**config.mk**
```make
export PLATFORM = sky130hd
export DESIGN_NAME = clipped_line_rasterizer_unit
export DESIGN_NICKNAME = d
export VERILOG_FILES = /design/src/design/clr_pkg.sv /design/src/design/clr_advance.sv /design/src/design/clipped_line_rasterizer_unit.sv
export SDC_FILE = /design/constraint.sdc
export NUM_CORES = 1
export LEC_CHECK = 0
export ABC_CLOCK_PERIOD_IN_PS = 14950
export CAP_MARGIN = 25
export CORE_ASPECT_RATIO = 1.25
export CORE_UTILIZATION = 25
export DETAILED_ROUTE_END_ITERATION = 7
export DONT_BUFFER_PORTS = 1
export GPL_ROUTABILITY_DRIVEN = 0
export HOLD_SLACK_MARGIN = 0.15
export PLACE_DENSITY = 0.34
export SYNTH_ARGS = -nofsm -noshare
export SYNTH_HDL_FRONTEND = slang
export SYNTH_SLANG_ARGS = --single-unit
```
**constraint.sdc**
```tcl
create_clock -name clock -period 14.95 [get_ports clock]
set_clock_uncertainty 0.2 [all_clocks]
set_input_delay 0.7475 -clock clock [delete_from_list [all_inputs] [get_ports clock]]
set_output_delay 0.7475 -clock clock [all_outputs]
set_load 0.03 [all_outputs]
```
**src/design/clr_pkg.sv**
```systemverilog
// shared constants, codes and line state type for the clipped line rasteriser
package clr_pkg;

   // coordinate width of all points, endpoints and clip bounds
   localparam int CoordBits = 16;
   localparam int CsrIndexBits = 3;
   localparam int ColorBits = 8;

   typedef logic signed [CoordBits-1:0] coord_type;

   // reset value of the exclusive clip bounds: largest positive coordinate
   localparam coord_type ClipMax = {1'b0, {(CoordBits-1){1'b1}}};

   // input commands
   typedef enum logic {
      CmdStart   = 1'b0,
      CmdAdvance = 1'b1
   } command_type;

   // configuration register indexes
   localparam logic [CsrIndexBits-1:0] CsrClipLeft   = CsrIndexBits'(0);
   localparam logic [CsrIndexBits-1:0] CsrClipTop    = CsrIndexBits'(1);
   localparam logic [CsrIndexBits-1:0] CsrClipRight  = CsrIndexBits'(2);
   localparam logic [CsrIndexBits-1:0] CsrClipBottom = CsrIndexBits'(3);

   // bresenham walker state
   typedef struct packed {
      coord_type                   cursor_x;
      coord_type                   cursor_y;
      coord_type                   target_x;
      coord_type                   target_y;
      logic        [CoordBits:0]   span_x;
      logic signed [CoordBits+1:0] span_y;
      logic                        step_x_neg;
      logic                        step_y_neg;
      logic signed [CoordBits+2:0] error_term;
   } line_state_type;

endpackage

```
**src/design/clr_advance.sv**
```systemverilog
// one bresenham step: next cursor and error term, and the end-of-line decision
module clr_advance (
   input  clr_pkg::line_state_type cur_state,
   output clr_pkg::line_state_type next_state,
   output logic                    line_done
);
   import clr_pkg::*;

   logic                        at_x;
   logic                        at_y;
   logic                        x_cond;
   logic                        y_cond;
   logic                        x_move;
   logic                        y_move;
   logic signed [CoordBits+3:0] err_ext;
   logic signed [CoordBits+3:0] err_double;
   logic signed [CoordBits+3:0] span_x_ext;
   logic signed [CoordBits+3:0] span_y_ext;
   logic signed [CoordBits+3:0] err_sum;

   // sign and zero extension onto a common width
   assign err_ext    = $signed({cur_state.error_term[CoordBits+2], cur_state.error_term});
   assign err_double = $signed({cur_state.error_term, 1'b0});
   assign span_x_ext = $signed({3'b000, cur_state.span_x});
   assign span_y_ext = $signed({{2{cur_state.span_y[CoordBits+1]}}, cur_state.span_y});

   // axis decisions from the doubled error
   assign at_x   = (cur_state.cursor_x == cur_state.target_x);
   assign at_y   = (cur_state.cursor_y == cur_state.target_y);
   assign x_cond = (err_double >= span_y_ext);
   assign y_cond = (err_double <= span_x_ext);
   assign x_move = x_cond && !at_x;
   assign y_move = y_cond && !at_y;

   // line ends on the target or on a reached axis that still wants a step
   assign line_done = (at_x && at_y) || (x_cond && at_x) || (y_cond && at_y);

   assign err_sum = err_ext + (x_move ? span_y_ext : '0) + (y_move ? span_x_ext : '0);

   // next walker state
   always_comb begin
      next_state            = cur_state;
      next_state.error_term = err_sum[CoordBits+2:0];
      if (x_move) begin
         next_state.cursor_x = cur_state.step_x_neg ? cur_state.cursor_x - CoordBits'(1)
                                                    : cur_state.cursor_x + CoordBits'(1);
      end
      if (y_move) begin
         next_state.cursor_y = cur_state.step_y_neg ? cur_state.cursor_y - CoordBits'(1)
                                                    : cur_state.cursor_y + CoordBits'(1);
      end
   end

endmodule

```
**src/design/clipped_line_rasterizer_unit.sv**
```systemverilog
// clipped line rasteriser: command decode, line state, clip test and result register
//
// Request channel (req_): a start command loads two signed endpoints and a
// colour tag and at once yields the first point; an advance command yields the
// next point of the active line. An advance with no active line yields nothing.
// Response channel (rsp_): one point per transfer with its coordinates, colour,
// clip flag (inside_res) and a last flag on the final point of the line.
// Configuration (csr_): clip rectangle bounds, to be written by the user only
// while the block is idle, which the block does not enforce; right and bottom
// bounds are exclusive. A point is registered and appears on rsp_ the cycle
// after its request transfer. Throughput is one item per cycle unless rsp_
// stalls; the walker state updates at the request transfer, so advances may follow each other on every clock.
// A single result register decouples the sides: a request is taken when that
// register is empty or is being emptied in the same cycle, so a stalled
// response holds its point and stalls the request side.
// Synchronous reset clears the line (no line active), empties the result
// register and sets the clip rectangle to left/top 0, right/bottom at the
// largest positive coordinate.
module clipped_line_rasterizer_unit (
   input  logic                                    clock,
   input  logic                                    reset,
   // configuration port
   input  logic                                    csr_write_enable,
   input  logic [clr_pkg::CsrIndexBits-1:0]        csr_index,
   input  logic [clr_pkg::CoordBits-1:0]           csr_write_data,
   // request channel
   input  logic                                    req_valid,
   output logic                                    req_stall,
   input  logic                                    req_command,
   input  logic signed [clr_pkg::CoordBits-1:0]    req_start_x,
   input  logic signed [clr_pkg::CoordBits-1:0]    req_start_y,
   input  logic signed [clr_pkg::CoordBits-1:0]    req_end_x,
   input  logic signed [clr_pkg::CoordBits-1:0]    req_end_y,
   input  logic [clr_pkg::ColorBits-1:0]           req_color_tag,
   // response channel
   output logic                                    rsp_valid,
   input  logic                                    rsp_stall,
   output logic signed [clr_pkg::CoordBits-1:0]    rsp_pixel_x,
   output logic signed [clr_pkg::CoordBits-1:0]    rsp_pixel_y,
   output logic [clr_pkg::ColorBits-1:0]           rsp_pixel_color,
   output logic                                    rsp_inside_res,
   output logic                                    rsp_last
);
   import clr_pkg::*;

   // clip registers
   coord_type clip_left_ff;
   coord_type clip_top_ff;
   coord_type clip_right_ff;
   coord_type clip_bottom_ff;

   // line registers
   line_state_type        line_ff;
   line_state_type        line_in;
   logic                  line_active_ff;
   logic                  line_active_in;
   logic [ColorBits-1:0]  held_color_ff;

   // result register
   logic                  rsp_valid_ff;
   coord_type             rsp_pixel_x_ff;
   coord_type             rsp_pixel_y_ff;
   logic [ColorBits-1:0]  rsp_pixel_color_ff;
   logic                  rsp_inside_res_ff;
   logic                  rsp_last_ff;

   // combinational
   logic                        req_xfer;
   logic                        rsp_xfer;
   logic                        is_start;
   logic                        emit_point;
   logic signed [CoordBits:0]   delta_x;
   logic signed [CoordBits:0]   delta_y;
   logic [CoordBits:0]          abs_dx;
   logic [CoordBits:0]          abs_dy;
   line_state_type              start_state;
   line_state_type              cur_state;
   line_state_type              stepped_state;
   logic                        line_done;
   logic [ColorBits-1:0]        emit_color;
   logic                        point_inside;

   // handshakes
   assign req_stall  = rsp_valid_ff && rsp_stall;
   assign req_xfer   = req_valid && !req_stall;
   assign rsp_xfer   = rsp_valid_ff && !rsp_stall;
   assign is_start   = (req_command == CmdStart);
   assign emit_point = req_xfer && (is_start || line_active_ff);

   // line setup from the endpoints
   assign delta_x = $signed({req_end_x[CoordBits-1], req_end_x})
                  - $signed({req_start_x[CoordBits-1], req_start_x});
   assign delta_y = $signed({req_end_y[CoordBits-1], req_end_y})
                  - $signed({req_start_y[CoordBits-1], req_start_y});
   assign abs_dx  = delta_x[CoordBits] ? $unsigned(-delta_x) : $unsigned(delta_x);
   assign abs_dy  = delta_y[CoordBits] ? $unsigned(-delta_y) : $unsigned(delta_y);

   always_comb begin
      start_state.cursor_x   = req_start_x;
      start_state.cursor_y   = req_start_y;
      start_state.target_x   = req_end_x;
      start_state.target_y   = req_end_y;
      start_state.span_x     = abs_dx;
      start_state.span_y     = -$signed({1'b0, abs_dy});
      start_state.step_x_neg = !(req_start_x < req_end_x);
      start_state.step_y_neg = !(req_start_y < req_end_y);
      start_state.error_term = $signed({2'b00, abs_dx}) - $signed({2'b00, abs_dy});
   end

   // point being emitted now
   assign cur_state  = is_start ? start_state : line_ff;
   assign emit_color = is_start ? req_color_tag : held_color_ff;

   assign point_inside = (cur_state.cursor_x >= clip_left_ff)
                      && (cur_state.cursor_x <  clip_right_ff)
                      && (cur_state.cursor_y >= clip_top_ff)
                      && (cur_state.cursor_y <  clip_bottom_ff);

   clr_advance u_advance (
      .cur_state  (cur_state),
      .next_state (stepped_state),
      .line_done  (line_done)
   );

   // next line state
   always_comb begin
      line_in        = line_ff;
      line_active_in = line_active_ff;
      if (emit_point) begin
         line_in        = stepped_state;
         line_active_in = !line_done;
      end
   end

   // line state registers
   always_ff @(posedge clock) begin
      if (reset) begin
         line_active_ff <= 1'b0;
      end else begin
         line_active_ff <= line_active_in;
      end
   end

   always_ff @(posedge clock) begin
      line_ff <= line_in;
      if (emit_point && is_start) begin
         held_color_ff <= req_color_tag;
      end
   end

   // clip rectangle writes
   always_ff @(posedge clock) begin
      if (reset) begin
         clip_left_ff   <= '0;
         clip_top_ff    <= '0;
         clip_right_ff  <= ClipMax;
         clip_bottom_ff <= ClipMax;
      end else if (csr_write_enable) begin
         unique case (csr_index)
            CsrClipLeft:   clip_left_ff   <= csr_write_data;
            CsrClipTop:    clip_top_ff    <= csr_write_data;
            CsrClipRight:  clip_right_ff  <= csr_write_data;
            CsrClipBottom: clip_bottom_ff <= csr_write_data;
            default:       ;
         endcase
      end
   end

   // result register valid
   always_ff @(posedge clock) begin
      if (reset) begin
         rsp_valid_ff <= 1'b0;
      end else if (emit_point) begin
         rsp_valid_ff <= 1'b1;
      end else if (rsp_xfer) begin
         rsp_valid_ff <= 1'b0;
      end
   end

   // result register payload
   always_ff @(posedge clock) begin
      if (emit_point) begin
         rsp_pixel_x_ff     <= cur_state.cursor_x;
         rsp_pixel_y_ff     <= cur_state.cursor_y;
         rsp_pixel_color_ff <= emit_color;
         rsp_inside_res_ff  <= point_inside;
         rsp_last_ff        <= line_done;
      end
   end

   assign rsp_valid       = rsp_valid_ff;
   assign rsp_pixel_x     = rsp_pixel_x_ff;
   assign rsp_pixel_y     = rsp_pixel_y_ff;
   assign rsp_pixel_color = rsp_pixel_color_ff;
   assign rsp_inside_res  = rsp_inside_res_ff;
   assign rsp_last        = rsp_last_ff;

`ifndef NO_ASSERTIONS
   // an advance with no active line leaves the result register empty
   assert property (@(posedge clock) disable iff (reset)
      (req_xfer && !is_start && !line_active_ff) |=> !rsp_valid_ff)
      else $error("advance without active line produced a point");

   // a start shows its start point on the next cycle
   assert property (@(posedge clock) disable iff (reset)
      (req_xfer && is_start) |=> (rsp_valid_ff
         && rsp_pixel_x_ff == $past(req_start_x)
         && rsp_pixel_y_ff == $past(req_start_y)))
      else $error("start point not presented");

   // once the last point leaves, the line is over unless a new one starts
   assert property (@(posedge clock) disable iff (reset)
      (rsp_xfer && rsp_last_ff && !(req_xfer && is_start)) |=> !line_active_ff)
      else $error("line still active after last point");

   // a line only becomes active through a start transfer
   assert property (@(posedge clock) disable iff (reset)
      $rose(line_active_ff) |-> $past(req_xfer && is_start))
      else $error("line activated without start");
`endif

endmodule

```
==> out/summary.txt, run 1 <==
Antenna violations before repair: 3
Prevailing post-synth register cell: edfxtp_1
Final setup TNS: 0 ns
Worst VDD drop: 0.0876 mV
Die ar.: 74500 µm²
Post-DP HPWL: 43800 µm
Max frequency: 84.8 MHz
Storage element area: 6430 µm²
Cells after synthesis: 2014
Multi-input logic area: 10800 µm²
Chip Width: 244 µm
DRT antenna net count: 0
Placed Instance Area: 19500 µm²
First-pass GRT wire length: 86500 µm
CP max stage cell: fa_1
1st-pass router iterations: 5
Post-Syn Nets: 2326
Slew margin rel.: 29.7%
DRC errors left: 0
Most used cell, CP: a21oi_1
Top cell family by delay on the critical path: compound AO/OA/AOI/OAI gates
Post-CTS Setup Bufs: 0
Buffers on Ports: 0
Worst setup SP type: input port
Crit-path max cell delay: 0.59 ns
Reg clk slew, reported paths: 0.06 ns
Filler Cells Inserted: 7790
Max_cap viols: 0
Initial Util: 25.4%
Nets: 2352
Outcome: complete, no violations
Sequential Power Share: 24.8%
Yosys warnings: 0
Grt peak-use layer: met2
Deepest clock path buffer count: 3
Netlist cell types: 87
CP Class: in -> reg
Clock Latency Late Sink: 0.60 ns
Seq cells post-synth: 236
GR Util met3: 3.10%
Async SR Flop Fraction: 0%
Hold crit path type: in -> reg
DRT iter0 DRCs: 548
Gr ovfl total: 0
WL final: 56900 µm
Crit end category: flop
Power Density: 185 nW/µm²
WP data arrival: 11.94 ns
I/O pin count: 141
Crit share post-route: 78.9%
Leakage: 8.80 nW
Commonest cells after routing, fill and taps aside: nand2_1, inv_1, ha_1
Die Y-Extent: 305 µm
Vias: 14000
Avg Inst Size Synth: 9.12 µm²
Row cnt: 110
Switching share of power: 41.6%
CTS buffer count: 30
Total GRT Usage: 15.2%
CP bufs+invs: 2
# resized after CTS: 0
Hold-fix buffers, CTS: 27
Layout cells sized above 1: 8.19%
Final instance area: 20800 µm²
Seq/Total Area, Yosys: 35.0%
Internal power: 2.25 mW
Syn-to-layout area delta: 13.3%
Vias per Instance: 4.64
Largest net degree at the start of global routing: 165
Final slew viol count: 0
Core box area: 72400 µm²
RSZ-0062 raised after global routing: false
CP max FO: 32
Final Hold Vio Count: 0
Logic pwr share: 55.9%
Clock sink total: 236
Via count of the first global-routing pass: 14100
CTS tree: yes
Met2 usage: 26.4%
Fin crit period: 11.79 ns
Post-synthesis cell area: 18400 µm²
Post-synth EDFFs: 170
Root Buffer: clkbuf_16
Wire length per cell: 18.9 µm
Clock network power share: 19.3%
Commonest non-fill, non-tap cell in the layout: nand2_1
Ant. Diodes: 0
Worst Tran Pin Value: 1.05 ns
Psw: 1.61 mW
H-tree level count: 1
CP required: 15.10 ns
Final setup vio count: 0
GR Layer Usage met1: 18.4%
[layer usage]
metal | part of all wire, % | wire length, µm | vias up
li1 | - | - | 7092
met1 | 43 | 24400 | 6565
met2 | 49 | 27600 | 243
met3 | 5.0 | 2850 | 73
met4 | 3.4 | 1950 | 2
met5 | 0.030 | 17 | -
[per-stage QoR]
| step | hold WS, ns | util [%] | cells | total power [mW] | worst slack [ns] |
|---|---|---|---|---|---|
| 2_1_floorplan | 0.233 | - | 2014 | 2.61 | 4.33 |
| 3_3_place_gp | 0.239 | 27.0 | 2933 | 3.13 | 2.63 |
| 3_5_place_dp | 0.241 | 27.0 | 2933 | 3.14 | 2.45 |
| 4_1_cts | 0.152 | 28.7 | 3015 | 3.92 | 3.07 |
| 5_1_grt | 0.166 | 28.7 | 3015 | 4.22 | 2.11 |
| 6_report | 0.197 | 28.7 | 3015 | 3.86 | 3.16 |
[cell families (layout without fill, tap and decap cells)]
family / count (synthesis) / count (layout) / share of synthesized area [%]
xor+xnor: 157 / 157 / 7.69
fa+ha+maj: 218 / 218 / 15.8
simple gates: 589 / 589 / 15.4
flops: 236 / 236 / 35.0
mux: 92 / 92 / 5.50
buf+inv: 297 / 346 / 6.19
compound gates: 425 / 425 / 14.5
[Yosys cell counts, drive strengths merged, types with 43 or more instances]
cell / instances / area share [%]
nor2: 104 / 2.1
o21ai: 112 / 3.1
dfxtp: 66 / 7.2
edfxtp: 170 / 28
clkbuf: 43 / 0.89
ha: 192 / 13
a21oi: 146 / 4.0
inv: 237 / 4.8
a21o: 44 / 1.8
xnor2: 116 / 5.5
mux2: 71 / 4.4
nand2: 266 / 5.4
[path summary, 6_finish.rpt]
path	start	to	slack [ns]	depth (start not counted)
worst min register to register	clip_left_ff[4]$_SDFFE_PP0P_	clip_left_ff[4]$_SDFFE_PP0P_	0.25	2
worst max-delay path	req_end_y[0]	line_ff[18]$_DFFE_PP_	3.16	47
worst min-delay path	req_end_y[12]	line_ff[68]$_DFFE_PP_	0.20	1
worst max register to register	line_ff[44]$_DFFE_PP_	line_ff[18]$_DFFE_PP_	6.78	34
[flip-flops by register name, summed over array words and instances, names as in the netlist, 8 cells and up]
signal           cells
clip_bottom_ff      16
line_ff            120
rsp_pixel_x         16
clip_top_ff         16
clip_right_ff       16
rsp_pixel_color      8
held_color_ff        8
clip_left_ff        16
rsp_pixel_y         16
[power by group through the flow]
stage	combinational, mW	clock (mW)	sequential, mW
6_report	2.15	0.746	0.956
5_1_grt	2.46	0.794	0.965
4_1_cts	2.19	0.778	0.957
3_5_place_dp	2.17	0	0.968
3_3_place_gp	2.16	0	0.971
2_1_floorplan	1.65	0	0.961
[cell type report]
cell class | instances | area share, %
Clock buffer | 41 | 4.16
Inverter | 237 | 4.28
Timing Repair Buffer | 54 | 2.42
Sequential cell | 236 | 30.9
Tap cell | 952 | 5.73
Clock inverter | 14 | 0.589
Multi-Input combinational cell | 1481 | 51.9
Power figures use the tool's default switching activity.
==> inputs of run 2 (changes only) <==
- ABC_CLOCK_PERIOD_IN_PS: 14950 -> 9500
- PLACE_DENSITY: 0.34 -> 0.36
- clock period: 14.95 -> 9.5 ns (I/O delays scaled with it)
==> out/summary.txt, run 2 (synthesis results as in run 1) <==
Outcome: complete, no violations
Antenna violations before repair: 6
Hold crit path type: in -> reg
Power Density: 296 nW/µm²
Vias per Instance: 4.57
Hold path cells: 2
CP max stage cell: fa_1
Die Y-Extent: 305 µm
First-pass GRT wire length: 97300 µm
Root Buffer: clkbuf_16
Worst r2r src: line_ff[44]$_DFFE_PP_
Buffers on Ports: 0
Hold Crit Endpoint: rsp_pixel_x[15]$_DFFE_PP_
Deepest clock path buffer count: 3
Max_cap viols: 0
Largest net degree at the start of global routing: 151
Worst reg2reg endpoint: line_ff[18]$_DFFE_PP_
Syn-to-layout area delta: 32.6%
Wire length per cell: 18.7 µm
Nets: 2737
Chip Width: 244 µm
Layout cells sized above 1: 23.1%
Worst setup SP type: input port
Final Hold Vio Count: 0
R2R setup slack: 2.59 ns
CP Class: in -> reg
DRT antenna net count: 0
Via count of the first global-routing pass: 16100
Row cnt: 110
Gr ovfl total: 0
Most used cell, CP: a21oi_2
DRC errors left: 0
Clock sink total: 236
Commonest non-fill, non-tap cell in the layout: buf_4
Final setup vio count: 0
Total GRT Usage: 16.9%
WL final: 63700 µm
WP data arrival: 9.32 ns
Crit-path max cell delay: 0.54 ns
Initial Util: 25.4%
Commonest cells after routing, fill and taps aside: buf_4, nand2_1, inv_1
Hold_sp: req_start_x[15]
Slew margin rel.: 35.7%
RSZ-0062 raised after global routing: true
Clock Latency Late Sink: 0.61 ns
I/O pin count: 141
Die ar.: 74500 µm²
CP max FO: 5
Biggest register: line_ff
H-tree level count: 1
Max FFs per register: 120
Post-DP HPWL: 47000 µm
Core box area: 72400 µm²
Leakage: 10.7 nW
Crit share post-route: 96.4%
Worst VDD drop: 0.272 mV
CP required: 9.66 ns
Pwr Total: 7.22 mW
CTS tree: yes
Crit end category: flop
DRT iter0 DRCs: 676
Fin crit period: 9.16 ns
Reg clk slew, reported paths: 0.06 ns
Worst r2r path cells: 35
1st-pass router iterations: 5
Final setup TNS: 0 ns
Vias: 15600
Final slew viol count: 0
Max frequency: 109 MHz
CTS buffer count: 30
Worst Tran Pin Value: 0.964 ns
[run 2: worst max-delay path, delay by kind of cell]
kind	cells	cell delay, ns
adder cells (fa/ha/maj)	7	2.19
AO/OA/AOI/OAI	28	4.52
XOR/XNOR	3	0.47
multiplexers	1	0.29
buffers and inverters	2	0.13
AND/OR/NAND/NOR	6	1.19
[run 2: what timing repair did]
action | CTS | global route
hold buffers | 88 | 0
setup buffers | 0 | 12
resized for setup | 4 | 77
endpoints found under the hold margin | 162 | 0
endpoints found under the setup margin | 3 | 7
pin swaps | 1 | 59
[run 2: area by class of cell]
cell class	count	area, µm²
Tap cell	952	1190
Sequential cell	236	6430
Antenna cell	4	10.0
Multi-Input combinational cell	1481	11300
Clock inverter	10	111
Fill cell	7585	48000
Inverter	237	893
Clock buffer	46	872
Timing Repair Buffer	439	3570
[run 2: worst max-delay path by stage]
stage                  from               endpoint  slack, ns
2_1_floorplan  req_end_y[0]  line_ff[18]$_DFFE_PP_      -0.16
3_3_place_gp   req_end_y[0]  line_ff[18]$_DFFE_PP_      -0.61
3_5_place_dp   req_end_y[0]  line_ff[18]$_DFFE_PP_      -0.70
4_1_cts        req_end_x[0]  line_ff[18]$_DFFE_PP_       0.02
5_1_grt        req_end_y[0]  line_ff[18]$_DFFE_PP_      -0.09
6_report       req_end_y[0]  line_ff[18]$_DFFE_PP_       0.34
[run 2: per-stage QoR]
stage / util (%) / setup slack (ns) / instance area, µm² / hold WS, ns / cells
finish: 33.6 / 0.344 / 24400 / 0.169 / 3405
global route: 33.6 / -0.0902 / 24400 / 0.175 / 3404
CTS: 33.0 / 0.0205 / 23900 / 0.152 / 3388
detailed placement: 30.3 / -0.698 / 21900 / 0.242 / 3244
global placement: 30.3 / -0.609 / 21900 / 0.238 / 3244
floorplan: - / -0.156 / 18500 / 0.233 / 2014
[run 2: routing by layer]
| metal | GRT usage (%) | vias to the layer above | wire length (µm) |
|---|---|---|---|
| li1 | - | 7861 | - |
| met1 | 20.5 | 7400 | 27600 |
| met2 | 31.1 | 227 | 32300 |
| met3 | 2.06 | 71 | 1870 |
| met4 | 4.65 | 2 | 1900 |
| met5 | 0 | - | 17 |
[run 2: report_power, final]
part / total (mW) / switching (mW) / internal [mW]
combinational: 4.55 / 2.32 / 2.23
clock: 1.16 / 0.500 / 0.663
sequential: 1.50 / 0.0753 / 1.42
total: 7.22 / 2.90 / 4.32
==> inputs of run 3 (changes only) <==
- CORE_UTILIZATION: 25 -> 50
- CTS_CLUSTER_DIAMETER: unset -> 150
- PLACE_DENSITY: 0.36 -> 0.64
- SYNTH_HIERARCHICAL: unset -> 1
==> out/summary.txt, run 3 <==
Gr ovfl total: 0
Post-Syn Nets: 2431
Yosys warnings: 6
Post-synth EDFFs: 170
CTS buffer count: 27
DRT iter0 DRCs: 764
Antenna violations before repair: 2
Post-CTS Setup Bufs: 0
Biggest register: line_ff
Worst Tran Pin Value: 0.986 ns
Die ar.: 39200 µm²
Slew margin rel.: 33.6%
CP Class: in -> reg
Final slew viol count: 0
Worst reg2reg endpoint: line_ff[15]$_DFFE_PP_
Synth top area share: 26.6%
Buffers on Ports: 0
Post-DP HPWL: 38800 µm
Avg Inst Size Synth: 9.06 µm²
Die Y-Extent: 221 µm
R2R setup slack: 4.06 ns
Synth area leader: edfxtp_1
Deepest clock path buffer count: 3
Worst slack, placed: -0.258 ns
Top cells by count, synth: nand2_1, ha_1, inv_1, edfxtp_1, a21oi_1
Worst r2r src: line_ff[104]$_DFFE_PP_
Final setup vio count: 0
Crit end category: flop
Max_cap viols: 0
Prevailing post-synth register cell: edfxtp_1
DRT antenna net count: 0
Worst VDD drop: 0.208 mV
Multi-input logic area: 11400 µm²
Root Buffer: clkbuf_16
Leakage: 9.04 nW
Final setup TNS: 0 ns
Power Density: 268 nW/µm²
Core box area: 37600 µm²
XOR/XNOR share of the synthesized area: 6.84%
H-tree level count: 1
Outcome: complete, no violations
1st-pass router iterations: 5
Synth Area in Compound Gates: 15.9%
Worst setup SP type: input port
Chip Width: 177 µm
Pwr Total: 5.79 mW
Largest family of logic cells by synthesized area: simple AND/OR/NAND/NOR gates
WL final: 53100 µm
Async SR Flop Fraction: 0%
Filler Cells Inserted: 3348
I/O pin count: 141
CP max FO: 7
Seq cells post-synth: 236
Storage element area: 6430 µm²
Reg clk slew, reported paths: 0.06 ns
Row cnt: 79
DRC errors left: 0
DP Cell Count: 2553
Commonest cells after routing, fill and taps aside: nand2_1, ha_1, inv_1
WP data arrival: 9.20 ns
Worst r2r path cells: 20
Commonest non-fill, non-tap cell in the layout: nand2_1
Post-Synth Adder-Cell Area: 15.0%
Largest net degree at the start of global routing: 165
Simple-Gate Fraction of Synth Area: 16.8%
Mux cell area share after synthesis: 4.44%
CP max stage cell: or4_1
First-pass GRT wire length: 83900 µm
Worst Setup EP: line_ff[15]$_DFFE_PP_
Clock Latency Late Sink: 0.58 ns
Clock sink total: 236
Layout cells sized above 1: 11.4%
Cells after synthesis: 2119
Wire length per cell: 19.7 µm
CTS tree: yes
Initial Util: 51.1%
Vias: 15700
Seq/Total Area, Yosys: 33.5%
Post-synthesis cell area: 19200 µm²
Max FFs per register: 120
Fin crit period: 9.04 ns
Hold crit path type: in -> reg
Setup ws final: 0.460 ns
Crit-path max cell delay: 0.48 ns
Max frequency: 111 MHz
Syn-to-layout area delta: 12.4%
Netlist cell types: 92
Nets: 2499
Final cell count without fillers: 2696
Crit share post-route: 95.2%
Final Hold Vio Count: 0
Via count of the first global-routing pass: 16000
Total GRT Usage: 27.1%
Top cells by area, synth: edfxtp_1, ha_1, dfxtp_1
Launch point of the critical path: req_end_y[0]
CP required: 9.66 ns
Vias per Instance: 5.82
Most common cell in the synthesized netlist: nand2_1
## run 3: where the power goes
part	internal (mW)	switching, mW
Combinational	1.43	1.89
Sequential	1.38	0.0663
Clock	0.578	0.446
Total	3.39	2.40
## run 3: cell families after synthesis
group	count (synthesis)
AND/OR/NAND/NOR	657
AO/OA/AOI/OAI	475
buffers and inverters	312
flip-flops	236
adder cells (fa/ha/maj)	216
XOR/XNOR	147
multiplexers	76
## run 3: how the worst min path moves through the flow
stage / startpoint / to / slack (ns) / cells after the start
after CTS: req_command / line_ff[21]$_DFFE_PP_ / 0.15 / 1
after global routing: req_command / rsp_pixel_x[7]$_DFFE_PP_ / 0.19 / 2
final: req_end_x[1] / line_ff[73]$_DFFE_PP_ / 0.19 / 2
after global placement: clip_top_ff[13]$_SDFFE_PP0P_ / clip_top_ff[13]$_SDFFE_PP0P_ / 0.24 / 2
after floorplan: clip_bottom_ff[0]$_SDFFE_PP1P_ / clip_bottom_ff[0]$_SDFFE_PP1P_ / 0.23 / 2
after detailed placement: clip_top_ff[13]$_SDFFE_PP0P_ / clip_top_ff[13]$_SDFFE_PP0P_ / 0.24 / 2
## run 3: area by class of cell
cell class | instances | share of cell area (%)
multi-input combinational | 1571 | 53.0
tap | 486 | 2.82
timing repair buffer | 173 | 7.28
inverter | 178 | 3.10
sequential | 236 | 29.8
clock inverter | 16 | 0.603
antenna | 2 | 0.0232
clock buffer | 34 | 3.40
## run 3: what timing repair did
item                                    in CTS  in global routing
hold buffers                                91                  0
gates resized for setup                      0                 16
endpoints found under the setup margin       0                  8
endpoints found under the hold margin      151                  0
## run 3: metal layers
| layer | wire [µm] | vias to the layer above | GRT usage (%) |
|---|---|---|---|
| li1 | - | 7641 | - |
| met4 | 2360 | 0 | 12.0 |
| met3 | 2570 | 123 | 4.35 |
| met2 | 27100 | 444 | 49.4 |
| met1 | 21100 | 7478 | 30.6 |
| met5 | 0 | - | 0 |
## run 3: worst max-delay path: cells and delay by family
kind	cells	cell delay (ns)
adders and majority gates	6	1.83
and+or+nand+nor	13	2.02
xor gates and xnor gates	1	0.16
buffers and inverters	4	0.44
AOI/OAI and AO/OA	19	4.24
## run 3: metrics by stage
| step | hold slack [ns] | util (%) | instance area [µm²] |
|---|---|---|---|
| 3_3_place_gp | 0.236 | 52.4 | 19700 |
| 5_1_grt | 0.194 | 57.4 | 21600 |
| 3_5_place_dp | 0.240 | 52.4 | 19700 |
| 2_1_floorplan | 0.232 | - | 19200 |
| 4_1_cts | 0.151 | 57.2 | 21500 |
| 6_report | 0.186 | 57.4 | 21600 |
